File: src/sct_pkg.sv
// ----------------------------------------------------------------------------
// sct_pkg
// Shared types and character codes for the shell command tokenizer.
// ----------------------------------------------------------------------------
package sct_pkg;

  localparam int CodePointWidth = 21;
  localparam int FifoDepth      = 4;

  localparam logic [7:0] ChBackslash  = 8'h5C;
  localparam logic [7:0] ChSpace      = 8'h20;
  localparam logic [7:0] ChApostrophe = 8'h27;
  localparam logic [7:0] ChDquote     = 8'h22;

  localparam logic KindChar = 1'b0;
  localparam logic KindEnd  = 1'b1;

  localparam logic ResAppend  = 1'b0;
  localparam logic ResPartEnd = 1'b1;

  typedef enum logic [1:0] {
    QuoteNone   = 2'd0,
    QuoteSingle = 2'd1,
    QuoteDouble = 2'd2
  } sct_quote_e;

  typedef struct packed {
    logic valid;
    logic kind;
    logic last;
  } sct_res_t;

endpackage

File: src/shell_command_tokenizer_core.sv
// ----------------------------------------------------------------------------
// shell_command_tokenizer_core
// Splits a command line, one character per transaction, into shell-style
// parts with quote and backslash handling.
// ----------------------------------------------------------------------------
// Takes one character or end-of-command transaction per cycle. Each input
// transaction yields zero, one or two results (append a character, or close
// the current part); tlast marks the final result of an input transaction.
// A character is held in the input register, is decoded against the
// quote, escape and pending-part state, and its results enter a four-entry
// result queue, from whose head they are offered on the output port.
// The single output port sets the rate: one result per cycle while the
// receiver is ready, so an item that gives two results (an escaped
// apostrophe inside double quotes) occupies the port for both, and the
// input stalls only when the queue cannot hold two more results.
module shell_command_tokenizer_core import sct_pkg::*; #(
  parameter int CHAR_WIDTH = 21
) (
  input  logic                              clk_i,
  input  logic                              rst_ni,
  input  logic                              s_axis_tvalid_i,
  output logic                              s_axis_tready_o,
  // [CHAR_WIDTH-1:0] character, zero padded to bytes
  input  logic [((CHAR_WIDTH+7)/8)*8-1:0]   s_axis_tdata_i,
  // [0] kind
  input  logic                              s_axis_tuser_i,
  output logic                              m_axis_tvalid_o,
  input  logic                              m_axis_tready_i,
  // [CHAR_WIDTH-1:0] out_character, zero padded to bytes
  output logic [((CHAR_WIDTH+7)/8)*8-1:0]   m_axis_tdata_o,
  // [0] result_kind
  output logic                              m_axis_tuser_o,
  output logic                              m_axis_tlast_o
);

  localparam int DataW = ((CHAR_WIDTH + 7) / 8) * 8;

  logic                  in_valid_q;
  logic                  in_kind_q;
  logic [CHAR_WIDTH-1:0] in_char_q;
  logic                  adv;
  logic                  room;
  logic                  s_take;

  sct_res_t              res0, res1;
  logic [CHAR_WIDTH-1:0] char0, char1;
  logic [CHAR_WIDTH-1:0] out_char;

  assign adv             = in_valid_q && room;
  assign s_axis_tready_o = !in_valid_q || adv;
  assign s_take          = s_axis_tvalid_i && s_axis_tready_o;

  always_ff @(posedge clk_i or negedge rst_ni) begin
    if (!rst_ni) begin
      in_valid_q <= 1'b0;
    end else if (s_take) begin
      in_valid_q <= 1'b1;
    end else if (adv) begin
      in_valid_q <= 1'b0;
    end
  end

  always_ff @(posedge clk_i) begin
    if (s_take) begin
      in_kind_q <= s_axis_tuser_i;
      in_char_q <= s_axis_tdata_i[CHAR_WIDTH-1:0];
    end
  end

  sct_parse #(
    .CHAR_WIDTH(CHAR_WIDTH)
  ) u_parse (
    .clk_i   (clk_i),
    .rst_ni  (rst_ni),
    .adv_i   (adv),
    .kind_i  (in_kind_q),
    .char_i  (in_char_q),
    .res0_o  (res0),
    .char0_o (char0),
    .res1_o  (res1),
    .char1_o (char1)
  );

  sct_res_fifo #(
    .CHAR_WIDTH(CHAR_WIDTH)
  ) u_res_fifo (
    .clk_i   (clk_i),
    .rst_ni  (rst_ni),
    .push_i  (adv),
    .res0_i  (res0),
    .char0_i (char0),
    .res1_i  (res1),
    .char1_i (char1),
    .room_o  (room),
    .valid_o (m_axis_tvalid_o),
    .ready_i (m_axis_tready_i),
    .kind_o  (m_axis_tuser_o),
    .last_o  (m_axis_tlast_o),
    .char_o  (out_char)
  );

  assign m_axis_tdata_o = DataW'(out_char);

endmodule

File: src/sct_parse.sv
// ----------------------------------------------------------------------------
// sct_parse
// Tokenizer state and per-character decode; produces up to two results.
// ----------------------------------------------------------------------------
module sct_parse import sct_pkg::*; #(
  parameter int CHAR_WIDTH = 21
) (
  input  logic                  clk_i,
  input  logic                  rst_ni,
  input  logic                  adv_i,
  input  logic                  kind_i,
  input  logic [CHAR_WIDTH-1:0] char_i,
  output sct_res_t              res0_o,
  output logic [CHAR_WIDTH-1:0] char0_o,
  output sct_res_t              res1_o,
  output logic [CHAR_WIDTH-1:0] char1_o
);

  localparam int KeepW = (CHAR_WIDTH < CodePointWidth) ? CHAR_WIDTH : CodePointWidth;
  localparam logic [CHAR_WIDTH-1:0] CodeMask = {CHAR_WIDTH{1'b1}} >> (CHAR_WIDTH - KeepW);

  localparam logic [CHAR_WIDTH-1:0] CBackslash  = CHAR_WIDTH'(ChBackslash);
  localparam logic [CHAR_WIDTH-1:0] CSpace      = CHAR_WIDTH'(ChSpace);
  localparam logic [CHAR_WIDTH-1:0] CApostrophe = CHAR_WIDTH'(ChApostrophe);
  localparam logic [CHAR_WIDTH-1:0] CDquote     = CHAR_WIDTH'(ChDquote);

  sct_quote_e quote_q, quote_d;
  logic       esc_q, esc_d;
  logic       part_q, part_d;

  logic [CHAR_WIDTH-1:0] ch_masked;
  logic                  is_apos;
  logic                  bs_emit;
  logic                  esc_left;
  sct_quote_e            code;

  assign ch_masked = char_i & CodeMask;
  assign is_apos   = (char_i == CApostrophe);
  assign code      = is_apos ? QuoteSingle : QuoteDouble;
  assign bs_emit   = esc_q && is_apos;
  assign esc_left  = esc_q && !is_apos;

  always_comb begin
    quote_d = quote_q;
    esc_d   = esc_q;
    part_d  = part_q;
    res0_o  = '0;
    res1_o  = '0;
    char0_o = '0;
    char1_o = '0;
    if (kind_i == KindEnd) begin
      if (part_q) begin
        res0_o.valid = 1'b1;
        res0_o.kind  = ResPartEnd;
      end
      quote_d = QuoteNone;
      esc_d   = 1'b0;
      part_d  = 1'b0;
    end else if (char_i == CBackslash) begin
      if (esc_q || quote_q == QuoteSingle) begin
        res0_o.valid = 1'b1;
        res0_o.kind  = ResAppend;
        char0_o      = ch_masked;
        esc_d        = 1'b0;
      end else begin
        esc_d = 1'b1;
      end
    end else if (char_i == CSpace) begin
      if (quote_q != QuoteNone) begin
        res0_o.valid = 1'b1;
        res0_o.kind  = ResAppend;
        char0_o      = ch_masked;
      end else if (part_q) begin
        res0_o.valid = 1'b1;
        res0_o.kind  = ResPartEnd;
        part_d       = 1'b0;
      end
      esc_d = 1'b0;
    end else if (is_apos || char_i == CDquote) begin
      if (bs_emit) begin
        res0_o.valid = 1'b1;
        res0_o.kind  = ResAppend;
        char0_o      = CBackslash & CodeMask;
      end
      if (!esc_left) begin
        if (quote_q == code) begin
          quote_d = QuoteNone;
        end else if (quote_q != QuoteNone) begin
          if (bs_emit) begin
            res1_o.valid = 1'b1;
            res1_o.kind  = ResAppend;
            char1_o      = ch_masked;
          end else begin
            res0_o.valid = 1'b1;
            res0_o.kind  = ResAppend;
            char0_o      = ch_masked;
          end
        end else begin
          quote_d = code;
        end
      end else begin
        res0_o.valid = 1'b1;
        res0_o.kind  = ResAppend;
        char0_o      = ch_masked;
      end
      esc_d = 1'b0;
    end else begin
      res0_o.valid = 1'b1;
      res0_o.kind  = ResAppend;
      char0_o      = ch_masked;
      part_d       = 1'b1;
      esc_d        = 1'b0;
    end
    res1_o.last = res1_o.valid;
    res0_o.last = res0_o.valid && !res1_o.valid;
  end

  always_ff @(posedge clk_i or negedge rst_ni) begin
    if (!rst_ni) begin
      quote_q <= QuoteNone;
      esc_q   <= 1'b0;
      part_q  <= 1'b0;
    end else if (adv_i) begin
      quote_q <= quote_d;
      esc_q   <= esc_d;
      part_q  <= part_d;
    end
  end

  a_second_needs_first: assert property (@(posedge clk_i) disable iff (!rst_ni)
    res1_o.valid |-> res0_o.valid)
    else $error("second result without first");

  a_one_last: assert property (@(posedge clk_i) disable iff (!rst_ni)
    (res0_o.valid || res1_o.valid) |-> $onehot({res0_o.last, res1_o.last}))
    else $error("last flag not unique");

  a_end_clears: assert property (@(posedge clk_i) disable iff (!rst_ni)
    (adv_i && kind_i == KindEnd) |=> (quote_q == QuoteNone && !esc_q && !part_q))
    else $error("end of command did not clear state");

endmodule

File: src/sct_res_fifo.sv
// ----------------------------------------------------------------------------
// sct_res_fifo
// Small result queue; takes up to two results a cycle, emits one.
// ----------------------------------------------------------------------------
module sct_res_fifo import sct_pkg::*; #(
  parameter int CHAR_WIDTH = 21
) (
  input  logic                  clk_i,
  input  logic                  rst_ni,
  input  logic                  push_i,
  input  sct_res_t              res0_i,
  input  logic [CHAR_WIDTH-1:0] char0_i,
  input  sct_res_t              res1_i,
  input  logic [CHAR_WIDTH-1:0] char1_i,
  output logic                  room_o,
  output logic                  valid_o,
  input  logic                  ready_i,
  output logic                  kind_o,
  output logic                  last_o,
  output logic [CHAR_WIDTH-1:0] char_o
);

  localparam int PtrW = $clog2(FifoDepth);
  localparam int CntW = $clog2(FifoDepth + 1);

  logic [CHAR_WIDTH-1:0] char_q [FifoDepth];
  logic                  kind_q [FifoDepth];
  logic                  last_q [FifoDepth];

  logic [PtrW-1:0] wr_q, rd_q;
  logic [CntW-1:0] cnt_q;
  logic [PtrW-1:0] wr_next;
  logic            pop;
  logic            push0, push1;
  logic [CntW-1:0] n_push;

  assign pop     = valid_o && ready_i;
  assign push0   = push_i && res0_i.valid;
  assign push1   = push_i && res1_i.valid;
  assign n_push  = CntW'(push0) + CntW'(push1);
  assign wr_next = wr_q + PtrW'(1);
  assign room_o  = (cnt_q <= CntW'(FifoDepth - 2));
  assign valid_o = (cnt_q != '0);
  assign kind_o  = kind_q[rd_q];
  assign last_o  = last_q[rd_q];
  assign char_o  = char_q[rd_q];

  always_ff @(posedge clk_i) begin
    if (push0) begin
      char_q[wr_q] <= char0_i;
      kind_q[wr_q] <= res0_i.kind;
      last_q[wr_q] <= res0_i.last;
    end
    if (push1) begin
      char_q[wr_next] <= char1_i;
      kind_q[wr_next] <= res1_i.kind;
      last_q[wr_next] <= res1_i.last;
    end
  end

  always_ff @(posedge clk_i or negedge rst_ni) begin
    if (!rst_ni) begin
      wr_q  <= '0;
      rd_q  <= '0;
      cnt_q <= '0;
    end else begin
      wr_q  <= wr_q + PtrW'(n_push);
      if (pop) begin
        rd_q <= rd_q + PtrW'(1);
      end
      cnt_q <= cnt_q + n_push - CntW'(pop);
    end
  end

  a_cnt_bound: assert property (@(posedge clk_i) disable iff (!rst_ni)
    cnt_q <= CntW'(FifoDepth))
    else $error("result queue count out of range");

  a_no_overflow: assert property (@(posedge clk_i) disable iff (!rst_ni)
    push_i |-> room_o)
    else $error("push without room");

  a_pop_drains: assert property (@(posedge clk_i) disable iff (!rst_ni)
    (pop && n_push == '0) |=> cnt_q == $past(cnt_q) - CntW'(1))
    else $error("pop did not reduce count");

endmodule
File: config.mk
export PLATFORM = sky130hd
export DESIGN_NAME = shell_command_tokenizer_core
export DESIGN_NICKNAME = d
export VERILOG_FILES = /design/src/sct_pkg.sv /design/src/shell_command_tokenizer_core.sv /design/src/sct_parse.sv /design/src/sct_res_fifo.sv
export SDC_FILE = /design/constraint.sdc
export NUM_CORES = 1
export LEC_CHECK = 0
export BUFFER_PORTS_ARGS = -buffer_cell sky130_fd_sc_hd__buf_2
export CORE_MARGIN = 2
export CORE_UTILIZATION = 55
export CTS_CLUSTER_SIZE = 8
export DETAILED_ROUTE_END_ITERATION = 12
export GPL_TIMING_DRIVEN = 0
export PLACE_DENSITY = 0.74
export SYNTH_ARGS = -nofsm -noshare
export SYNTH_HDL_FRONTEND = slang
export SYNTH_HIERARCHICAL = 1
export SYNTH_SLANG_ARGS = --single-unit
export TNS_END_PERCENT = 1
File: constraint.sdc
create_clock -name clk_i -period 9.2 [get_ports clk_i]
set_input_delay 0.46 -clock clk_i [delete_from_list [all_inputs] [get_ports clk_i]]
set_output_delay 0.46 -clock clk_i [all_outputs]
set_load 0.02 [all_outputs]
==> results of run 1 <==
==> critical path: stages, from the launching register on <==
cell and delay, ps:
edfxtp_1 410, or4_1 690, nor2_1 140, nand3_1 180, nor4_1 630, buf_4 260, and2_1 150, ha_1 240
inv_1 60, ha_1 210, inv_1 60, ha_1 140, inv_1 60, fa_1 440, xor2_1 170, xnor2_1 130
==> synthesized netlist by cell type, types with 2 or more instances <==
library cell and number:
and2_1 6, nand4_1 2, nand4b_1 4, a31oi_1 2, nand2b_1 3, inv_1 8
mux4_2 23, ha_1 5, nand3b_1 3, mux2i_1 2, nand3_1 5, conb_1 2
o21ai_0 3, clkbuf_1 10, a21oi_1 6, nand2_1 3, xnor2_1 4, buf_6 2
or2_2 2, buf_4 22, nor4_1 8, xor2_1 2, nor3_1 4, nor2b_1 18
or3_1 3, o21a_1 5, nor3b_1 3, mux2_2 93, a21boi_0 3, nor2_1 9
edfxtp_1 114, buf_2 13, dfrtp_1 12
==> cell usage in the layout, fill, tap and decap left out, types with 8 or more instances in the layout <==
master     count
nor2b_1       18
conb_1        21
nor2_1         9
inv_1          8
nor4_1         8
buf_4         22
clkbuf_1      11
dfrtp_1       12
edfxtp_1     114
mux2_2        93
buf_2         63
clkbuf_16     17
mux4_2        23
==> cells by family after synthesis <==
group | count (synthesis) | synth area share, %
AOI/OAI and AO/OA | 28 | 2.913
adders and majority gates | 6 | 1.265
DFF | 126 | 57.03
other | 2 | 0.1150
and+or+nand+nor | 85 | 8.605
xor gates and xnor gates | 6 | 0.8049
muxes | 118 | 24.28
buffers and inverters | 56 | 4.983
==> sequential cells by signal (all words and copies together) (netlist names) <==
signal and flops:
u_res_fifo/cnt_q 3, u_parse/quote_q 2, u_res_fifo/last_q 4, in_valid_q 1
in_char_q 21, u_res_fifo/kind_q 4, u_parse/part_q 1, u_res_fifo/char_q 84
in_kind_q 1, u_parse/esc_q 1, u_res_fifo/rd_q 2, u_res_fifo/wr_q 2
==> power by group through the flow <==
stage / Combinational, mW / Clock [mW] / Sequential [mW]
finish: 0.799 / 0.653 / 0.839
global route: 0.865 / 0.692 / 0.850
floorplan: 0.565 / 0 / 0.838
detailed placement: 0.799 / 0 / 0.850
CTS: 0.807 / 0.666 / 0.840
global placement: 0.748 / 0 / 0.855
==> cell type report <==
| cell class | instances | area share (%) |
|---|---|---|
| buffer | 48 | 3.821 |
| multi-input combinational | 264 | 33.37 |
| tap | 143 | 2.315 |
| clock inverter | 14 | 1.943 |
| timing repair buffer | 55 | 4.420 |
| sequential | 126 | 48.19 |
| inverter | 8 | 0.3886 |
| clock buffer | 18 | 5.554 |
==> worst max-delay path by stage <==
stage                                start                                  to  cells past startpoint
floorplan           in_char_q[8]$_DFFE_PP_   u_res_fifo/char_q[1][0]$_DFFE_PP_                      7
global placement    in_char_q[8]$_DFFE_PP_  u_res_fifo/char_q[2][14]$_DFFE_PP_                      7
detailed placement  in_char_q[8]$_DFFE_PP_       u_res_fifo/cnt_q[2]$_DFF_PN0_                     15
CTS                 in_char_q[8]$_DFFE_PP_       u_res_fifo/cnt_q[2]$_DFF_PN0_                     15
global route        in_char_q[4]$_DFFE_PP_       u_res_fifo/cnt_q[2]$_DFF_PN0_                     15
finish              in_char_q[8]$_DFFE_PP_       u_res_fifo/cnt_q[2]$_DFF_PN0_                     15
==> metal layers <==
layer | up-vias | global-route usage, %
met5 | - | 0
met4 | 0 | 6.992
met3 | 10 | 6.535
met2 | 130 | 36.99
met1 | 1894 | 30.29
li1 | 1805 | -
==> per-stage QoR <==
step                instance area [sq um]  worst slack (ps)
floorplan                            6600              5006
global placement                     7029              3091
detailed placement                   7138              5170
CTS                                  7727              5147
global route                         7727              4815
finish                               7727              5122
==> results.py, run 1 <==
metrics = {
    "outcome": {
        "outcome": "finished with violations",
        "violations": "DRC",
    },
    "timing": {
        "timing.final.hold_violations": 0,
        "holdWs_ps": 219.4,
        "fmax_mhz": 245.2,
        "setup_viol": 0,
        "setup_tns_ps": 0,
        "post-route-min-period_ps": 4078,
        "finClkSkew_ps": 7.064,
        "rsz0062_at_grt": "no",
        "slew_headroom_pct": 11.08,
        "slew_violations": 0,
        "worstMarginPinSlew_ps": 1334,
        "min_period_over_period_pct": 44.33,
    },
    "clocking": {
        "clk_pin_slew_ps": 50,
        "cts_tree": "done",
        "clkLatencyLatePin_ps": 410,
        "ctsResizeCount": 0,
        "clock-root-buffer": "clkbuf_16",
        "post_cts_buffers": 0,
        "cts_made_buffers": 17,
        "cts_max_level": 4,
        "clock-sinks": 126,
        "clock_path_buffers": 2,
        "holdBufCountCts": 1,
    },
    "yosys": {
        "synth_top_area_share_pct": 52.43,
        "postSynthAreaPerCell_sq_um": 15.29,
        "synth_area_leaders": "edfxtp_1 52%, mux2_2 16%, mux4_2 7.9%, dfrtp_1 4.6%, buf_4 2.5%",
        "synth_edf_count": 114,
        "async_flop_share_pct": 9.524,
        "yosys.area.top_type": "edfxtp_1",
        "synth_seq_area_share_pct": 57.03,
        "ys.flop_type": "edfxtp_1",
        "synthCells": 427,
        "netlist_area_sq_um": 6529,
        "ys_ff_latch": 126,
        "yosysWarningCount": 6,
        "synth_cell_types": 56,
    },
    "placement": {
        "port_buffers": 50,
        "post-place-cells": 643,
        "place.gp.congestion": 0.8752,
        "hpwl_microns": 8629,
    },
    "route": {
        "top_layer": "met4",
        "final_antenna_net_count": 0,
        "wl_per_cell_microns": 19.74,
        "vias": 3839,
        "vias_per_cell": 5.679,
        "wl_met1_microns": 5733,
        "route.met2.wl_microns": 6687,
        "drc_errors": 2,
        "wl_met3_microns": 733,
        "first_iter_violations": 266,
        "firstDrtPassIters": 8,
        "routed_wl_microns": 13340,
    },
    "grt": {
        "grt_pass1_vias": 3971,
        "grt_util_all_layers_pct": 22.82,
        "gr-total-overflow": 0,
        "grt_pass1_wl_microns": 21400,
        "antenna_found_initial": 0,
        "grt_max_degree": 24,
    },
    "worst_setup_path": {
        "regToRegStartpoint": "in_char_q[8]$_DFFE_PP_",
        "worstPathArrival_ps": 4370,
        "cp_max_fo": 8,
        "rrSetupSlack_ps": 5120,
        "worstSetupStartpointType": "flop",
        "reg2reg_to": "u_res_fifo/cnt_q[2]$_DFF_PN0_",
        "worstSetupEndpointType": "flop",
        "r2r_cells": 15,
        "required_ps": 9490,
        "crit_type": "flop to flop",
    },
    "die": {
        "ios": 57,
        "core_region_area_sq_um": 11520,
        "rows": 39,
        "die_w_microns": 113.0,
        "die-area_sq_um": 12760,
        "start_util_pct": 56.69,
        "die_h_microns": 113.0,
    },
    "power_and_ir_drop": {
        "p_leak_nw": 2.895,
        "p_per_area_nw_per_um2": 296.4,
        "intPower_mw": 1.567,
        "p_total_mw": 2.291,
        "p_seq_share_pct": 36.6,
        "peakVddDrop_uv": 216.5,
        "p_sw_uw": 723.7,
        "p_clk_share_pct": 28.5,
        "pwr-share-comb_pct": 34.9,
        "swShare_pct": 31.59,
    },
    "worst_hold_path": {
        "hp-start": "s_axis_tdata_i[10]",
        "min_to": "in_char_q[10]$_DFFE_PP_",
        "hold_depth": 1,
        "hold_class": "primary input to flop",
    },
    "final_layout": {
        "multi_input_area_sq_um": 2579,
        "diodes": 0,
        "layout.nets": 555,
        "final_cells": 676,
        "fin_util_pct": 67.10,
        "regArea_sq_um": 3724,
        "fill_cells": 814,
        "drive_above_1_share_pct": 47.09,
        "synthToLayoutAreaGrowth_pct": 18.36,
    },
    "run": {
        "maxCapViolCount": 0,
    },
}
Power figures use the tool's default switching activity.
==> run 2, diff against run 1 <==
Settings changed: CORE_UTILIZATION 55 to 54, PLACE_DENSITY 0.74 to 0.76.
Clock period 9.2 ns to 3.7 ns, I/O delays scaled along.
==> results.py, run 2 (same netlist as run 1, synthesis figures left out) <==
metrics = {
    "timing": {
        "setup_ws_ps": 58.55,
        "finClkSkew_ps": 7.882,
        "timing.final.hold_violations": 0,
        "slew_violations": 0,
        "post-route-min-period_ps": 3641,
        "fmax_mhz": 274.6,
        "slew_headroom_pct": 46.65,
        "rsz0062_at_grt": "yes",
        "worstMarginPinSlew_ps": 792.9,
        "setup_viol": 0,
        "setup_tns_ps": 0,
        "holdWs_ps": 103.9,
        "min_period_over_period_pct": 98.42,
    },
    "die": {
        "die-area_sq_um": 12990,
        "core_region_area_sq_um": 11910,
        "ios": 57,
        "die_w_microns": 114.0,
        "start_util_pct": 54.81,
        "die_h_microns": 114.0,
        "rows": 40,
    },
    "route": {
        "final_antenna_net_count": 0,
        "drc_errors": 0,
        "wl_per_cell_microns": 19.11,
        "firstDrtPassIters": 5,
        "routed_wl_microns": 13450,
        "vias": 3925,
        "first_iter_violations": 327,
        "vias_per_cell": 5.575,
    },
    "power_and_ir_drop": {
        "p_clk_share_pct": 27.5,
        "p_per_area_nw_per_um2": 704.6,
        "p_leak_nw": 2.994,
        "p_seq_share_pct": 37.1,
        "p_sw_mw": 1.783,
        "p_total_mw": 5.613,
        "swShare_pct": 31.77,
        "pwr-share-comb_pct": 35.4,
        "intPower_mw": 3.830,
        "peakVddDrop_uv": 454.6,
    },
    "clocking": {
        "clock-sinks": 126,
        "clock-root-buffer": "clkbuf_16",
        "cts_max_level": 4,
        "clock_path_buffers": 2,
        "cts_made_buffers": 17,
        "clk_pin_slew_ps": 50,
        "clkLatencyLatePin_ps": 420,
        "cts_tree": "done",
    },
    "placement": {
        "port_buffers": 50,
        "place.gp.congestion": 0.8143,
        "place_area_sq_um": 7123,
        "post-place-cells": 646,
        "post-place-ws_ps": -301.5,
        "hpwl_microns": 8517,
    },
    "worst_hold_path": {
        "hold_class": "primary input to flop",
    },
    "final_layout": {
        "layout.nets": 580,
        "fin_util_pct": 66.88,
        "reg.largest.list": "u_res_fifo/char_q x84, in_char_q x21",
        "regArea_sq_um": 3724,
        "fill_cells": 858,
        "diodes": 0,
        "largest_reg_flops": 84,
        "stdcell_area_sq_um": 7966,
        "layout_common_cells": "114 x edfxtp_1, 93 x mux2_2, 63 x buf_2",
        "largest-register": "u_res_fifo/char_q",
        "final_cells": 704,
        "multi_input_area_sq_um": 2626,
        "layout_commonest_cell": "edfxtp_1",
        "drive_above_1_share_pct": 45.42,
        "synthToLayoutAreaGrowth_pct": 22.02,
    },
    "worst_setup_path": {
        "worstPathArrival_ps": 3950,
        "cp_max_fo": 6,
        "worstSetupEndpointType": "flop",
        "required_ps": 4000,
        "worstSetupStartpointType": "flop",
        "crit_type": "flop to flop",
    },
    "grt": {
        "grt_util_all_layers_pct": 22.16,
        "grt_pass1_wl_microns": 21200,
        "grt_max_degree": 24,
        "grt_pass1_vias": 4087,
        "antenna_found_initial": 0,
        "gr-total-overflow": 0,
    },
    "outcome": {
        "outcome": "finished, final reports clean",
    },
    "run": {
        "maxCapViolCount": 0,
    },
}
==> run 2: changes by cell type in the layout (fill, tap and decap cells not counted), moves of 2 or more <==
cell           delta
nand3_1           -2
nand3_2           +2
buf_16            -2
clkinv_2          -3
clkinvlp_4        -3
dlygate4sd3_1    +23
nor4_4            +2
buf_4             +3
clkbuf_1          +4
buf_12            +2
==> run 2: layout make-up <==
cell class              count  share of cell area, %
clock inverters             9                  1.194
well taps                 147                  2.309
flip-flops and latches    126                  46.74
clock buffers              22                  5.576
plain buffers              48                  3.707
multi-input cells         264                  32.97
repair buffers             80                  7.131
inverters                   8                 0.3769
==> run 2: worst max-delay path, cell delays in order (launching register included) <==
cell and delay, ps:
edfxtp_1 380, or4_4 600, nor4_4 350, nand2_2 160
nor2_1 190, nor3_1 120, and2_1 170, ha_1 290
inv_1 50, ha_1 260, inv_1 70, ha_1 140
inv_1 50, fa_1 420, xor2_1 160, xnor2_1 120
==> run 2: metal layers <==
metal	GRT usage [%]	vias to the layer above	wire, microns
li1	-	1849	-
met1	28.09	1938	5703
met2	36.83	118	6761
met3	5.526	20	761
met4	8.862	0	225
met5	0	-	0
==> run 2: power by group through the flow <==
stage | clock (mW) | combinational [mW] | sequential, mW
finish | 1.54 | 1.99 | 2.09
global route | 1.62 | 2.14 | 2.11
detailed placement | 0 | 1.96 | 2.11
CTS | 1.56 | 2.00 | 2.09
floorplan | 0 | 1.41 | 2.08
global placement | 0 | 1.85 | 2.12
==> run 2: final timing paths <==
path,depth (start not counted),to,slack [ps],startpoint
hold / removal,3,u_res_fifo/rd_q[1]$_DFFE_PN0P_,100,m_axis_tready_i
setup / recovery,15,u_res_fifo/cnt_q[2]$_DFF_PN0_,60,in_char_q[17]$_DFFE_PP_
hold reg to reg,1,u_res_fifo/wr_q[0]$_DFF_PN0_,520,u_res_fifo/wr_q[0]$_DFF_PN0_
max in group asynchronous,2,u_parse/quote_q[1]$_DFFE_PN0P_,3300,rst_ni
min in group asynchronous,2,u_res_fifo/cnt_q[1]$_DFF_PN0_,180,rst_ni
setup reg to reg,15,u_res_fifo/cnt_q[2]$_DFF_PN0_,60,in_char_q[17]$_DFFE_PP_
==> run 2: timing repair <==
item                                   CTS  global route
gates resized for setup                  2             6
setup buffers                            2             1
pin swaps                                2             1
hold buffers                            24             0
endpoints found under the hold margin   35             0
setup endpoints to repair               25            25
